**src/rtl/core/wpcm_pkg.sv**
```systemverilog
// ----------------------------------------------------------------------------
// wpcm_pkg
// Types and constants shared by the RIFF/WAVE PCM chunk parser.
// ----------------------------------------------------------------------------
package wpcm_pkg;

  localparam logic [1:0] KIND_FMT  = 2'd0;
  localparam logic [1:0] KIND_DATA = 2'd1;
  localparam logic [1:0] KIND_ERR  = 2'd2;

  localparam logic [2:0] ERR_NONE     = 3'd0;
  localparam logic [2:0] ERR_NOT_RIFF = 3'd1;
  localparam logic [2:0] ERR_NOT_WAVE = 3'd2;
  localparam logic [2:0] ERR_NOT_PCM  = 3'd3;
  localparam logic [2:0] ERR_NO_DATA  = 3'd4;
  localparam logic [2:0] ERR_TRUNC    = 3'd5;
  localparam logic [2:0] ERR_SHORT    = 3'd6;

  localparam logic [31:0] TAG_RIFF = 32'h5249_4646;
  localparam logic [31:0] TAG_WAVE = 32'h5741_5645;
  localparam logic [31:0] TAG_FMT  = 32'h666D_7420;
  localparam logic [31:0] TAG_DATA = 32'h6461_7461;
  localparam logic [15:0] PCM_TAG  = 16'h0001;
  localparam logic [31:0] FMT_MIN  = 32'd16;

  localparam int unsigned QUEUE_DEPTH = 2;
  localparam int unsigned QPTR_W      = $clog2(QUEUE_DEPTH);

  typedef struct packed {
    logic [7:0] in_byte;
    logic       end_of_file;
  } in_t;

  typedef struct packed {
    logic [1:0]  kind;
    logic [7:0]  data_byte;
    logic [15:0] channels;
    logic [31:0] sample_rate;
    logic [15:0] bits_per_sample;
    logic        last_data;
    logic [2:0]  error_code;
  } out_t;

endpackage

```
**src/rtl/core/riff_wave_pcm_chunk_parser.sv**
```systemverilog
// ----------------------------------------------------------------------------
// riff_wave_pcm_chunk_parser
// Byte-serial RIFF/WAVE PCM parser: format info, data bytes and error results.
// ----------------------------------------------------------------------------
//  Channel | Handshake                     | Payload
//  in      | in_valid_i / in_ready_o       | in_data_i  (wpcm_pkg::in_t)
//  out     | out_valid_o / out_ready_i     | out_data_o (wpcm_pkg::out_t)
//
//  One byte per cycle; a byte with two results (payload then end-of-file error)
//  holds off the next byte while the second result is queued.
//  A result reaches the output through the queue and then the output register
//  after the byte's transfer.
//  Reset is asynchronous and active low; the parser also rearms after each end of file.
//  Otherwise input stalls only when the two-entry result queue is full.
// ----------------------------------------------------------------------------
module riff_wave_pcm_chunk_parser (
  input  logic            clk_i,
  input  logic            rst_ni,
  input  logic            in_valid_i,
  output logic            in_ready_o,
  input  wpcm_pkg::in_t   in_data_i,
  output logic            out_valid_o,
  input  logic            out_ready_i,
  output wpcm_pkg::out_t  out_data_o
);

  logic           f_valid, f_ready;
  wpcm_pkg::out_t f_ent;
  logic           q_valid, q_ready;
  wpcm_pkg::out_t q_ent;

  wpcm_front u_front (
    .clk_i       (clk_i),
    .rst_ni      (rst_ni),
    .in_valid_i  (in_valid_i),
    .in_ready_o  (in_ready_o),
    .in_data_i   (in_data_i),
    .ent_valid_o (f_valid),
    .ent_ready_i (f_ready),
    .ent_o       (f_ent)
  );

  wpcm_queue u_queue (
    .clk_i        (clk_i),
    .rst_ni       (rst_ni),
    .push_valid_i (f_valid),
    .push_ready_o (f_ready),
    .push_data_i  (f_ent),
    .pop_valid_o  (q_valid),
    .pop_ready_i  (q_ready),
    .pop_data_o   (q_ent)
  );

  wpcm_back u_back (
    .clk_i       (clk_i),
    .rst_ni      (rst_ni),
    .ent_valid_i (q_valid),
    .ent_ready_o (q_ready),
    .ent_i       (q_ent),
    .out_valid_o (out_valid_o),
    .out_ready_i (out_ready_i),
    .out_data_o  (out_data_o)
  );

  a_in_blocked_by_queue: assert property (@(posedge clk_i) disable iff (!rst_ni)
    !f_ready |-> !in_ready_o)
    else $error("input taken while result queue is full");

  a_data_fields_clear: assert property (@(posedge clk_i) disable iff (!rst_ni)
    (out_valid_o && out_data_o.kind == wpcm_pkg::KIND_DATA) |->
      (out_data_o.channels == 16'd0 && out_data_o.sample_rate == 32'd0 &&
       out_data_o.error_code == wpcm_pkg::ERR_NONE))
    else $error("data result carries format or error fields");

  a_err_has_code: assert property (@(posedge clk_i) disable iff (!rst_ni)
    (out_valid_o && out_data_o.kind == wpcm_pkg::KIND_ERR) |->
      (out_data_o.error_code != wpcm_pkg::ERR_NONE && !out_data_o.last_data))
    else $error("error result without a code");

  a_queue_feeds_output: assert property (@(posedge clk_i) disable iff (!rst_ni)
    (q_valid && !out_valid_o) |=> out_valid_o)
    else $error("queued result not moved to the output register");

endmodule

```
**src/rtl/core/wpcm_front.sv**
```systemverilog
// ----------------------------------------------------------------------------
// wpcm_front
// Byte parser: tracks the RIFF/WAVE structure and issues raw result entries.
// ----------------------------------------------------------------------------
module wpcm_front (
  input  logic            clk_i,
  input  logic            rst_ni,
  input  logic            in_valid_i,
  output logic            in_ready_o,
  input  wpcm_pkg::in_t   in_data_i,
  output logic            ent_valid_o,
  input  logic            ent_ready_i,
  output wpcm_pkg::out_t  ent_o
);

  localparam logic [2:0] PH_RIFF  = 3'd0;
  localparam logic [2:0] PH_RSIZE = 3'd1;
  localparam logic [2:0] PH_WAVE  = 3'd2;
  localparam logic [2:0] PH_HDR   = 3'd3;
  localparam logic [2:0] PH_FMT   = 3'd4;
  localparam logic [2:0] PH_DATA  = 3'd5;
  localparam logic [2:0] PH_SKIP  = 3'd6;
  localparam logic [2:0] PH_IDLE  = 3'd7;

  function automatic logic [31:0] padded(input logic [31:0] len);
    padded = len + {31'd0, len[0] & ~(&len)};
  endfunction

  logic [2:0]  ph_q, ph_d;
  logic [3:0]  bc_q, bc_d;
  logic [31:0] tag_q, tag_d;
  logic [31:0] len_q, len_d;
  logic [7:0]  ftag_q, ftag_d;
  logic [15:0] chan_q, chan_d;
  logic [31:0] rate_q, rate_d;
  logic [15:0] bits_q, bits_d;
  logic        pend_q, pend_d;
  logic [2:0]  pend_code_q, pend_code_d;

  logic [7:0]  b;
  logic        eof;
  logic        accept;
  logic        clean, errored, r0_v, eof_v;
  logic [1:0]  r0_kind;
  logic [2:0]  r0_code, eof_code;
  logic [31:0] tag_sh, len_sh, hdr_pad;
  wpcm_pkg::out_t r0_ent;

  assign b          = in_data_i.in_byte;
  assign eof        = in_data_i.end_of_file;
  assign in_ready_o = ~pend_q & ent_ready_i;
  assign accept     = in_valid_i & in_ready_o;

  always_comb begin
    ph_d    = ph_q;
    bc_d    = bc_q;
    tag_d   = tag_q;
    len_d   = len_q;
    ftag_d  = ftag_q;
    chan_d  = chan_q;
    rate_d  = rate_q;
    bits_d  = bits_q;
    clean   = 1'b0;
    errored = 1'b0;
    r0_v    = 1'b0;
    r0_kind = wpcm_pkg::KIND_FMT;
    r0_code = wpcm_pkg::ERR_NONE;
    tag_sh  = {tag_q[23:0], b};
    len_sh  = {b, len_q[31:8]};
    hdr_pad = padded(len_sh);

    case (ph_q)
      PH_RIFF, PH_WAVE: begin
        tag_d = tag_sh;
        bc_d  = bc_q + 4'd1;
        if (bc_q >= 4'd3) begin
          bc_d = 4'd0;
          if (ph_q == PH_RIFF) begin
            if (tag_sh != wpcm_pkg::TAG_RIFF) begin
              errored = 1'b1;
              r0_code = wpcm_pkg::ERR_NOT_RIFF;
            end else begin
              ph_d = PH_RSIZE;
            end
          end else if (tag_sh != wpcm_pkg::TAG_WAVE) begin
            errored = 1'b1;
            r0_code = wpcm_pkg::ERR_NOT_WAVE;
          end else begin
            ph_d  = PH_HDR;
            clean = 1'b1;
          end
        end
      end
      PH_RSIZE: begin
        bc_d = bc_q + 4'd1;
        if (bc_q >= 4'd3) begin
          bc_d = 4'd0;
          ph_d = PH_WAVE;
        end
      end
      PH_HDR: begin
        if (bc_q < 4'd4) begin
          tag_d = tag_sh;
        end else begin
          len_d = len_sh;
        end
        bc_d = bc_q + 4'd1;
        if (bc_q >= 4'd7) begin
          bc_d = 4'd0;
          if (tag_q == wpcm_pkg::TAG_FMT) begin
            if (len_sh < wpcm_pkg::FMT_MIN) begin
              errored = 1'b1;
              r0_code = wpcm_pkg::ERR_SHORT;
            end else begin
              len_d = hdr_pad;
              ph_d  = PH_FMT;
            end
          end else if (tag_q == wpcm_pkg::TAG_DATA) begin
            ph_d = (len_sh == 32'd0) ? PH_IDLE : PH_DATA;
          end else begin
            len_d = hdr_pad;
            if (hdr_pad == 32'd0) begin
              clean = 1'b1;
            end else begin
              ph_d = PH_SKIP;
            end
          end
        end
      end
      PH_FMT: begin
        case (bc_q)
          4'd0: ftag_d = b;
          4'd1: begin
            if ({b, ftag_q} != wpcm_pkg::PCM_TAG) begin
              errored = 1'b1;
              r0_code = wpcm_pkg::ERR_NOT_PCM;
            end
          end
          4'd2: chan_d = {8'd0, b};
          4'd3: chan_d = {b, chan_q[7:0]};
          4'd4, 4'd5, 4'd6, 4'd7: rate_d = {b, rate_q[31:8]};
          4'd14: bits_d = {8'd0, b};
          4'd15: bits_d = {b, bits_q[7:0]};
          default: ;
        endcase
        if (!errored) begin
          bc_d = bc_q + 4'd1;
          if (bc_q == 4'd15) begin
            bc_d    = 4'd0;
            r0_v    = 1'b1;
            r0_kind = wpcm_pkg::KIND_FMT;
            len_d   = len_q - wpcm_pkg::FMT_MIN;
            if (len_q == wpcm_pkg::FMT_MIN) begin
              ph_d  = PH_HDR;
              clean = 1'b1;
            end else begin
              ph_d = PH_SKIP;
            end
          end
        end
      end
      PH_DATA: begin
        r0_v    = 1'b1;
        r0_kind = wpcm_pkg::KIND_DATA;
        len_d   = len_q - 32'd1;
        if (len_q == 32'd1) begin
          ph_d = PH_IDLE;
        end
      end
      PH_SKIP: begin
        len_d = len_q - 32'd1;
        if (len_q == 32'd1) begin
          ph_d  = PH_HDR;
          bc_d  = 4'd0;
          clean = 1'b1;
        end
      end
      default: ;
    endcase

    if (errored) begin
      r0_v    = 1'b1;
      r0_kind = wpcm_pkg::KIND_ERR;
      ph_d    = PH_IDLE;
      bc_d    = 4'd0;
    end

    r0_ent.kind            = r0_kind;
    r0_ent.data_byte       = b;
    r0_ent.channels        = chan_d;
    r0_ent.sample_rate     = rate_d;
    r0_ent.bits_per_sample = bits_d;
    r0_ent.last_data       = (len_q == 32'd1);
    r0_ent.error_code      = r0_code;

    eof_v    = eof & (ph_d != PH_IDLE);
    eof_code = ((ph_d == PH_HDR) && clean) ? wpcm_pkg::ERR_NO_DATA : wpcm_pkg::ERR_TRUNC;

    if (eof) begin
      ph_d   = PH_RIFF;
      bc_d   = 4'd0;
      tag_d  = 32'd0;
      len_d  = 32'd0;
      ftag_d = 8'd0;
      chan_d = 16'd0;
      rate_d = 32'd0;
      bits_d = 16'd0;
    end

    pend_d      = pend_q;
    pend_code_d = pend_code_q;
    ent_o       = r0_ent;
    ent_valid_o = 1'b0;
    if (pend_q) begin
      ent_valid_o           = 1'b1;
      ent_o                 = '0;
      ent_o.kind            = wpcm_pkg::KIND_ERR;
      ent_o.error_code      = pend_code_q;
      if (ent_ready_i) begin
        pend_d = 1'b0;
      end
    end else begin
      ent_valid_o = in_valid_i & (r0_v | eof_v);
      if (!r0_v) begin
        ent_o            = '0;
        ent_o.kind       = wpcm_pkg::KIND_ERR;
        ent_o.error_code = eof_code;
      end
      if (accept && r0_v && eof_v) begin
        pend_d      = 1'b1;
        pend_code_d = eof_code;
      end
    end
  end

  always_ff @(posedge clk_i or negedge rst_ni) begin
    if (!rst_ni) begin
      ph_q        <= PH_RIFF;
      bc_q        <= 4'd0;
      tag_q       <= 32'd0;
      len_q       <= 32'd0;
      ftag_q      <= 8'd0;
      chan_q      <= 16'd0;
      rate_q      <= 32'd0;
      bits_q      <= 16'd0;
      pend_q      <= 1'b0;
      pend_code_q <= wpcm_pkg::ERR_NONE;
    end else begin
      pend_q      <= pend_d;
      pend_code_q <= pend_code_d;
      if (accept) begin
        ph_q   <= ph_d;
        bc_q   <= bc_d;
        tag_q  <= tag_d;
        len_q  <= len_d;
        ftag_q <= ftag_d;
        chan_q <= chan_d;
        rate_q <= rate_d;
        bits_q <= bits_d;
      end
    end
  end

endmodule

```
**src/rtl/core/wpcm_queue.sv**
```systemverilog
// ----------------------------------------------------------------------------
// wpcm_queue
// Short FIFO of result entries between the parser and the output stage.
// ----------------------------------------------------------------------------
module wpcm_queue (
  input  logic            clk_i,
  input  logic            rst_ni,
  input  logic            push_valid_i,
  output logic            push_ready_o,
  input  wpcm_pkg::out_t  push_data_i,
  output logic            pop_valid_o,
  input  logic            pop_ready_i,
  output wpcm_pkg::out_t  pop_data_o
);

  localparam logic [wpcm_pkg::QPTR_W-1:0] LastPtr = wpcm_pkg::QPTR_W'(wpcm_pkg::QUEUE_DEPTH - 1);
  localparam logic [wpcm_pkg::QPTR_W:0]   Full    = (wpcm_pkg::QPTR_W+1)'(wpcm_pkg::QUEUE_DEPTH);
  localparam logic [wpcm_pkg::QPTR_W:0]   CntOne  = (wpcm_pkg::QPTR_W+1)'(1);

  wpcm_pkg::out_t              mem_q [wpcm_pkg::QUEUE_DEPTH];
  logic [wpcm_pkg::QPTR_W-1:0] wptr_q, rptr_q;
  logic [wpcm_pkg::QPTR_W:0]   cnt_q, cnt_d;
  logic                        push, pop;

  assign push_ready_o = (cnt_q != Full);
  assign pop_valid_o  = (cnt_q != '0);
  assign pop_data_o   = mem_q[rptr_q];
  assign push         = push_valid_i & push_ready_o;
  assign pop          = pop_valid_o & pop_ready_i;

  always_comb begin
    cnt_d = cnt_q;
    if (push && !pop) begin
      cnt_d = cnt_q + CntOne;
    end else if (pop && !push) begin
      cnt_d = cnt_q - CntOne;
    end
  end

  always_ff @(posedge clk_i) begin
    if (push) begin
      mem_q[wptr_q] <= push_data_i;
    end
  end

  always_ff @(posedge clk_i or negedge rst_ni) begin
    if (!rst_ni) begin
      wptr_q <= '0;
      rptr_q <= '0;
      cnt_q  <= '0;
    end else begin
      cnt_q <= cnt_d;
      if (push) begin
        wptr_q <= (wptr_q == LastPtr) ? '0 : wptr_q + 1'b1;
      end
      if (pop) begin
        rptr_q <= (rptr_q == LastPtr) ? '0 : rptr_q + 1'b1;
      end
    end
  end

endmodule

```
**src/rtl/core/wpcm_back.sv**
```systemverilog
// ----------------------------------------------------------------------------
// wpcm_back
// Output stage: clears fields that do not apply to the kind and registers the result.
// ----------------------------------------------------------------------------
module wpcm_back (
  input  logic            clk_i,
  input  logic            rst_ni,
  input  logic            ent_valid_i,
  output logic            ent_ready_o,
  input  wpcm_pkg::out_t  ent_i,
  output logic            out_valid_o,
  input  logic            out_ready_i,
  output wpcm_pkg::out_t  out_data_o
);

  logic           out_valid_q;
  wpcm_pkg::out_t out_q, out_d;
  logic           is_fmt, is_data, is_err;

  assign is_fmt      = (ent_i.kind == wpcm_pkg::KIND_FMT);
  assign is_data     = (ent_i.kind == wpcm_pkg::KIND_DATA);
  assign is_err      = (ent_i.kind == wpcm_pkg::KIND_ERR);
  assign ent_ready_o = ~out_valid_q | out_ready_i;
  assign out_valid_o = out_valid_q;
  assign out_data_o  = out_q;

  always_comb begin
    out_d.kind            = ent_i.kind;
    out_d.data_byte       = is_data ? ent_i.data_byte : 8'd0;
    out_d.channels        = is_fmt ? ent_i.channels : 16'd0;
    out_d.sample_rate     = is_fmt ? ent_i.sample_rate : 32'd0;
    out_d.bits_per_sample = is_fmt ? ent_i.bits_per_sample : 16'd0;
    out_d.last_data       = is_data & ent_i.last_data;
    out_d.error_code      = is_err ? ent_i.error_code : wpcm_pkg::ERR_NONE;
  end

  always_ff @(posedge clk_i) begin
    if (ent_valid_i && ent_ready_o) begin
      out_q <= out_d;
    end
  end

  always_ff @(posedge clk_i or negedge rst_ni) begin
    if (!rst_ni) begin
      out_valid_q <= 1'b0;
    end else if (ent_ready_o) begin
      out_valid_q <= ent_valid_i;
    end
  end

endmodule

```
**config.mk**
```make
export PLATFORM = sky130hd
export DESIGN_NAME = riff_wave_pcm_chunk_parser
export DESIGN_NICKNAME = d
export VERILOG_FILES = /design/src/rtl/core/wpcm_pkg.sv /design/src/rtl/core/riff_wave_pcm_chunk_parser.sv /design/src/rtl/core/wpcm_front.sv /design/src/rtl/core/wpcm_queue.sv /design/src/rtl/core/wpcm_back.sv
export SDC_FILE = /design/constraint.sdc
export NUM_CORES = 1
export LEC_CHECK = 0
export ABC_AREA = 1
export BUFFER_PORTS_ARGS = -buffer_cell sky130_fd_sc_hd__buf_2
export CORE_MARGIN = 5
export CORE_UTILIZATION = 40
export CTS_CLUSTER_SIZE = 20
export DETAILED_ROUTE_END_ITERATION = 8
export MAX_ROUTING_LAYER = met4
export PLACE_DENSITY = 0.52
export SLEW_MARGIN = 40
export SYNTH_ARGS = -nofsm -noshare
export SYNTH_HDL_FRONTEND = slang
export SYNTH_SLANG_ARGS = --single-unit
export TNS_END_PERCENT = 30
```
**constraint.sdc**
```tcl
create_clock -name clk_i -period 7.8 [get_ports clk_i]
set_clock_uncertainty 0.05 [all_clocks]
set_input_delay 1.56 -clock clk_i [delete_from_list [all_inputs] [get_ports clk_i]]
set_output_delay 1.56 -clock clk_i [all_outputs]
set_load 0.005 [all_outputs]
```
==> results.py <==
metrics = {
    "outcome": {
        "status": "completed",
    },
    "setup_path": {
        "cp_common_cell": "nand2_2",
        "cp.required_ns": 7.98,
        "reg2reg_depth": 28,
        "crit_slowest_cell": "nor2_4",
        "path_class": "in2reg",
        "critPathLaunchType": "primary input",
        "crit_fanout": 56,
        "end_kind": "flop",
        "ff2ff_setup_slack_ns": 2.18,
        "rr_endpoint": "u_queue.mem_q[1][23]",
        "worstPathArrival_ns": 6.03,
        "crit_path_max_incr_delay_ns": 0.61,
        "r2r-start": "u_front.len_q[16]",
    },
    "clock_tree": {
        "ctsHoldBuffers": 0,
        "htreeDepth": 2,
        "cts_resized": 0,
        "insertion_delay_ns": 0.58,
        "cts_setup_buffers": 0,
        "clk_pin_slew_ns": 0.06,
        "cts.sinks": 385,
        "tritoncts.num_buffers": 43,
        "cts_tree": "yes",
        "cts-root-buf": "clkbuf_16",
        "clk_path_buf_depth": 3,
    },
    "logic_synthesis": {
        "ys_types": 56,
        "synth_ff_type": "edfxtp_1",
        "ys_seq_area_frac": 0.571,
        "synth.avg_cell_area_um2": 8.89,
        "yosysWarnings": 0,
        "syn-cell-area_mm2": 0.0189,
        "ys_async_sr_fraction": 0.392,
        "ys_seq_elements": 385,
        "syn_nets": 2154,
        "synth_enable_flop_cells": 234,
        "netlist_instances": 2131,
    },
    "sta": {
        "fin_crit_ns": 5.86,
        "worstMarginPinSlew_ns": 0.881,
        "drv_slew": 0,
        "post-route-period-util": 0.751,
        "finalSetupViolCount": 0,
        "max_slew_margin": 0.409,
        "timing.fmax_ghz": 0.171,
        "hold_viol_final": 0,
        "finalSetupTns_ns": 0,
        "grt_setup_unrepaired": "no",
    },
    "floorplan": {
        "fp-row-count": 79,
        "io_pins": 93,
        "die_h_um": 228,
        "dieArea_mm2": 0.0518,
        "dieWidth_um": 228,
        "core_mm2": 0.0467,
        "start_util": 0.406,
    },
    "routing": {
        "wl_mm": 63.0,
        "drtIter0Drc": 1288,
        "postRouteAntennaNets": 0,
        "wl_per_cell_um": 22.3,
        "vias": 15700,
        "first_pass_iters": 5,
        "route.detailed.drc": 0,
        "post_drt_via_cell_ratio": 5.55,
    },
    "power": {
        "vdd_drop_max_uv": 177,
        "power.leakage_nw": 8.82,
        "power.density_mw_per_mm2": 323,
        "power_mw": 6.91,
    },
    "worst_hold_path": {
        "hp-class": "reg2reg",
        "hold_path_depth": 2,
        "hp-start": "u_queue.wptr_q",
        "worstHoldEndpoint": "u_queue.wptr_q",
    },
    "global_routing": {
        "grt_usage": 0.247,
        "grt_pass1_wl_mm": 94.8,
        "antenna_found_initial": 3,
        "use_met3": 0.0379,
        "gr-total-overflow": 0,
        "use_met1": 0.314,
        "grt_start_max_net_pins": 73,
        "top_usage_layer": "met2",
        "grt_pass1_vias": 15200,
        "grtUsageMet2": 0.397,
    },
    "final_layout": {
        "fill_cells": 4589,
        "final_nets": 2204,
        "drive_gt1_frac": 0.108,
        "final_cells": 2824,
        "design_area_mm2": 0.0213,
        "area_growth_syn_to_layout_pct": 12.7,
    },
    "placed_design": {
        "place_area_mm2": 0.0199,
        "dp_hpwl_mm": 42.9,
        "gp_congestion": 0.951,
        "dp.cells": 2743,
        "io_buffers": 92,
    },
    "job": {
        "maxCapViolCount": 0,
    },
}
## Yosys cell counts (all sizes together) (2+ instances only)
cell | number | area, µm²
nand2 | 476 | 1830
nor2 | 267 | 1060
edfxtp | 234 | 7030
inv | 206 | 773
o21ai | 201 | 1010
dfrtp | 151 | 3780
a21oi | 128 | 644
clkbuf | 80 | 302
nand3 | 79 | 400
o22ai | 60 | 375
buf | 35 | 189
nor3 | 33 | 170
a22oi | 32 | 240
nand4 | 26 | 169
o211ai | 21 | 158
nor4 | 13 | 81.3
a31oi | 10 | 62.6
ha | 10 | 125
o311ai | 10 | 87.6
xor2 | 10 | 95.1
o31ai | 9 | 67.6
or2 | 6 | 37.5
clkinv | 5 | 18.8
a311oi | 3 | 26.3
and2 | 3 | 18.8
nand3b | 3 | 22.5
o32ai | 3 | 26.3
a211oi | 2 | 15.0
a32o | 2 | 20.0
nor4b | 2 | 17.5
o221ai | 2 | 17.5
## through the flow
stage | utilization | hold slack, ns | setup WS (ns)
6_report | 0.458 | 0.423 | 1.94
5_1_grt | 0.458 | 0.442 | 1.52
4_1_cts | 0.457 | 0.427 | 1.95
3_5_place_dp | 0.427 | 0.414 | 1.34
3_3_place_gp | 0.427 | 0.410 | 1.41
2_1_floorplan | - | 0.371 | 1.06
## power breakdown
part	switching [mW]	internal, mW	total, mW
sequential	0.174	2.65	2.82
clock	0.847	1.15	2.00
combinational	1.53	0.560	2.09
total	2.55	4.36	6.91
## cells in the final DEF, fill, tap and decap left out, types with 6 or more instances in the layout
| cell | count |
|---|---|
| clkinv_1 | 11 |
| buf_4 | 25 |
| clkbuf_16 | 43 |
| nand3_1 | 77 |
| nor4_1 | 13 |
| nor2_2 | 14 |
| ha_1 | 10 |
| buf_2 | 91 |
| clkbuf_8 | 6 |
| o311ai_0 | 9 |
| clkbuf_1 | 9 |
| inv_1 | 198 |
| nand2_2 | 16 |
| nand2_1 | 459 |
| xor2_1 | 9 |
| edfxtp_1 | 234 |
| dfrtp_1 | 150 |
| a21oi_1 | 126 |
| inv_2 | 7 |
| a31oi_1 | 10 |
| nor3_1 | 31 |
| nand4_1 | 25 |
| o21ai_0 | 197 |
| a22oi_1 | 32 |
| nor2_1 | 248 |
| o211ai_1 | 21 |
| o31ai_1 | 9 |
| o22ai_1 | 60 |
## registers in the layout, indices dropped and copies added, names as in the netlist, 4 cells and up
register,count
u_front.rate_q,32
u_front.ftag_q,8
u_front.chan_q,16
u_front.len_q,32
u_back.out_data_o,78
u_front.bc_q,4
u_front.tag_q,32
u_queue.mem_q,156
u_front.bits_q,16
## cell type report
type | count | area [µm²] | share of cell area
multi-input cells | 1420 | 6890 | 0.323
diodes | 3 | 7.51 | 0.000352
flip-flops and latches | 385 | 10800 | 0.506
clock buffers | 58 | 1190 | 0.0559
repair buffers | 120 | 697 | 0.0326
well taps | 607 | 759 | 0.0356
clock inverters | 20 | 195 | 0.00914
inverters | 211 | 793 | 0.0372
## routing by layer
| layer | share of wire | vias to the layer above |
|---|---|---|
| li1 | - | 7396 |
| met1 | 0.42 | 7622 |
| met2 | 0.48 | 526 |
| met3 | 0.054 | 138 |
| met4 | 0.047 | 0 |
| met5 | 0 | - |
## worst max path at each step
stage / slack, ns / to / cells after the start / from
2_1_floorplan: 1.06 / u_queue.cnt_q[1] / 7 / out_ready_i
3_3_place_gp: 1.41 / u_queue.mem_q[1][46] / 29 / in_data_i[1]
3_5_place_dp: 1.34 / u_queue.mem_q[1][46] / 29 / in_data_i[1]
4_1_cts: 1.95 / u_queue.mem_q[1][45] / 29 / in_data_i[1]
5_1_grt: 1.52 / u_queue.mem_q[1][36] / 30 / in_data_i[1]
6_report: 1.94 / u_queue.mem_q[1][23] / 29 / in_data_i[1]
## critical path, delay by kind of cell
family	cells	cell delay (ns)
AND/OR/NAND/NOR	24	3.28
adder cells (fa/ha/maj)	1	0.20
buffers and inverters	3	0.65
XOR/XNOR	1	0.20
## cells by family after synthesis
logic type / count (synthesis) / synth area share
simple gates: 910 / 0.202
compound gates: 489 / 0.148
fa+ha+maj: 10 / 0.00661
xor+xnor: 11 / 0.00548
flops: 385 / 0.571
buf+inv: 326 / 0.0677
Power figures use the tool's default switching activity.
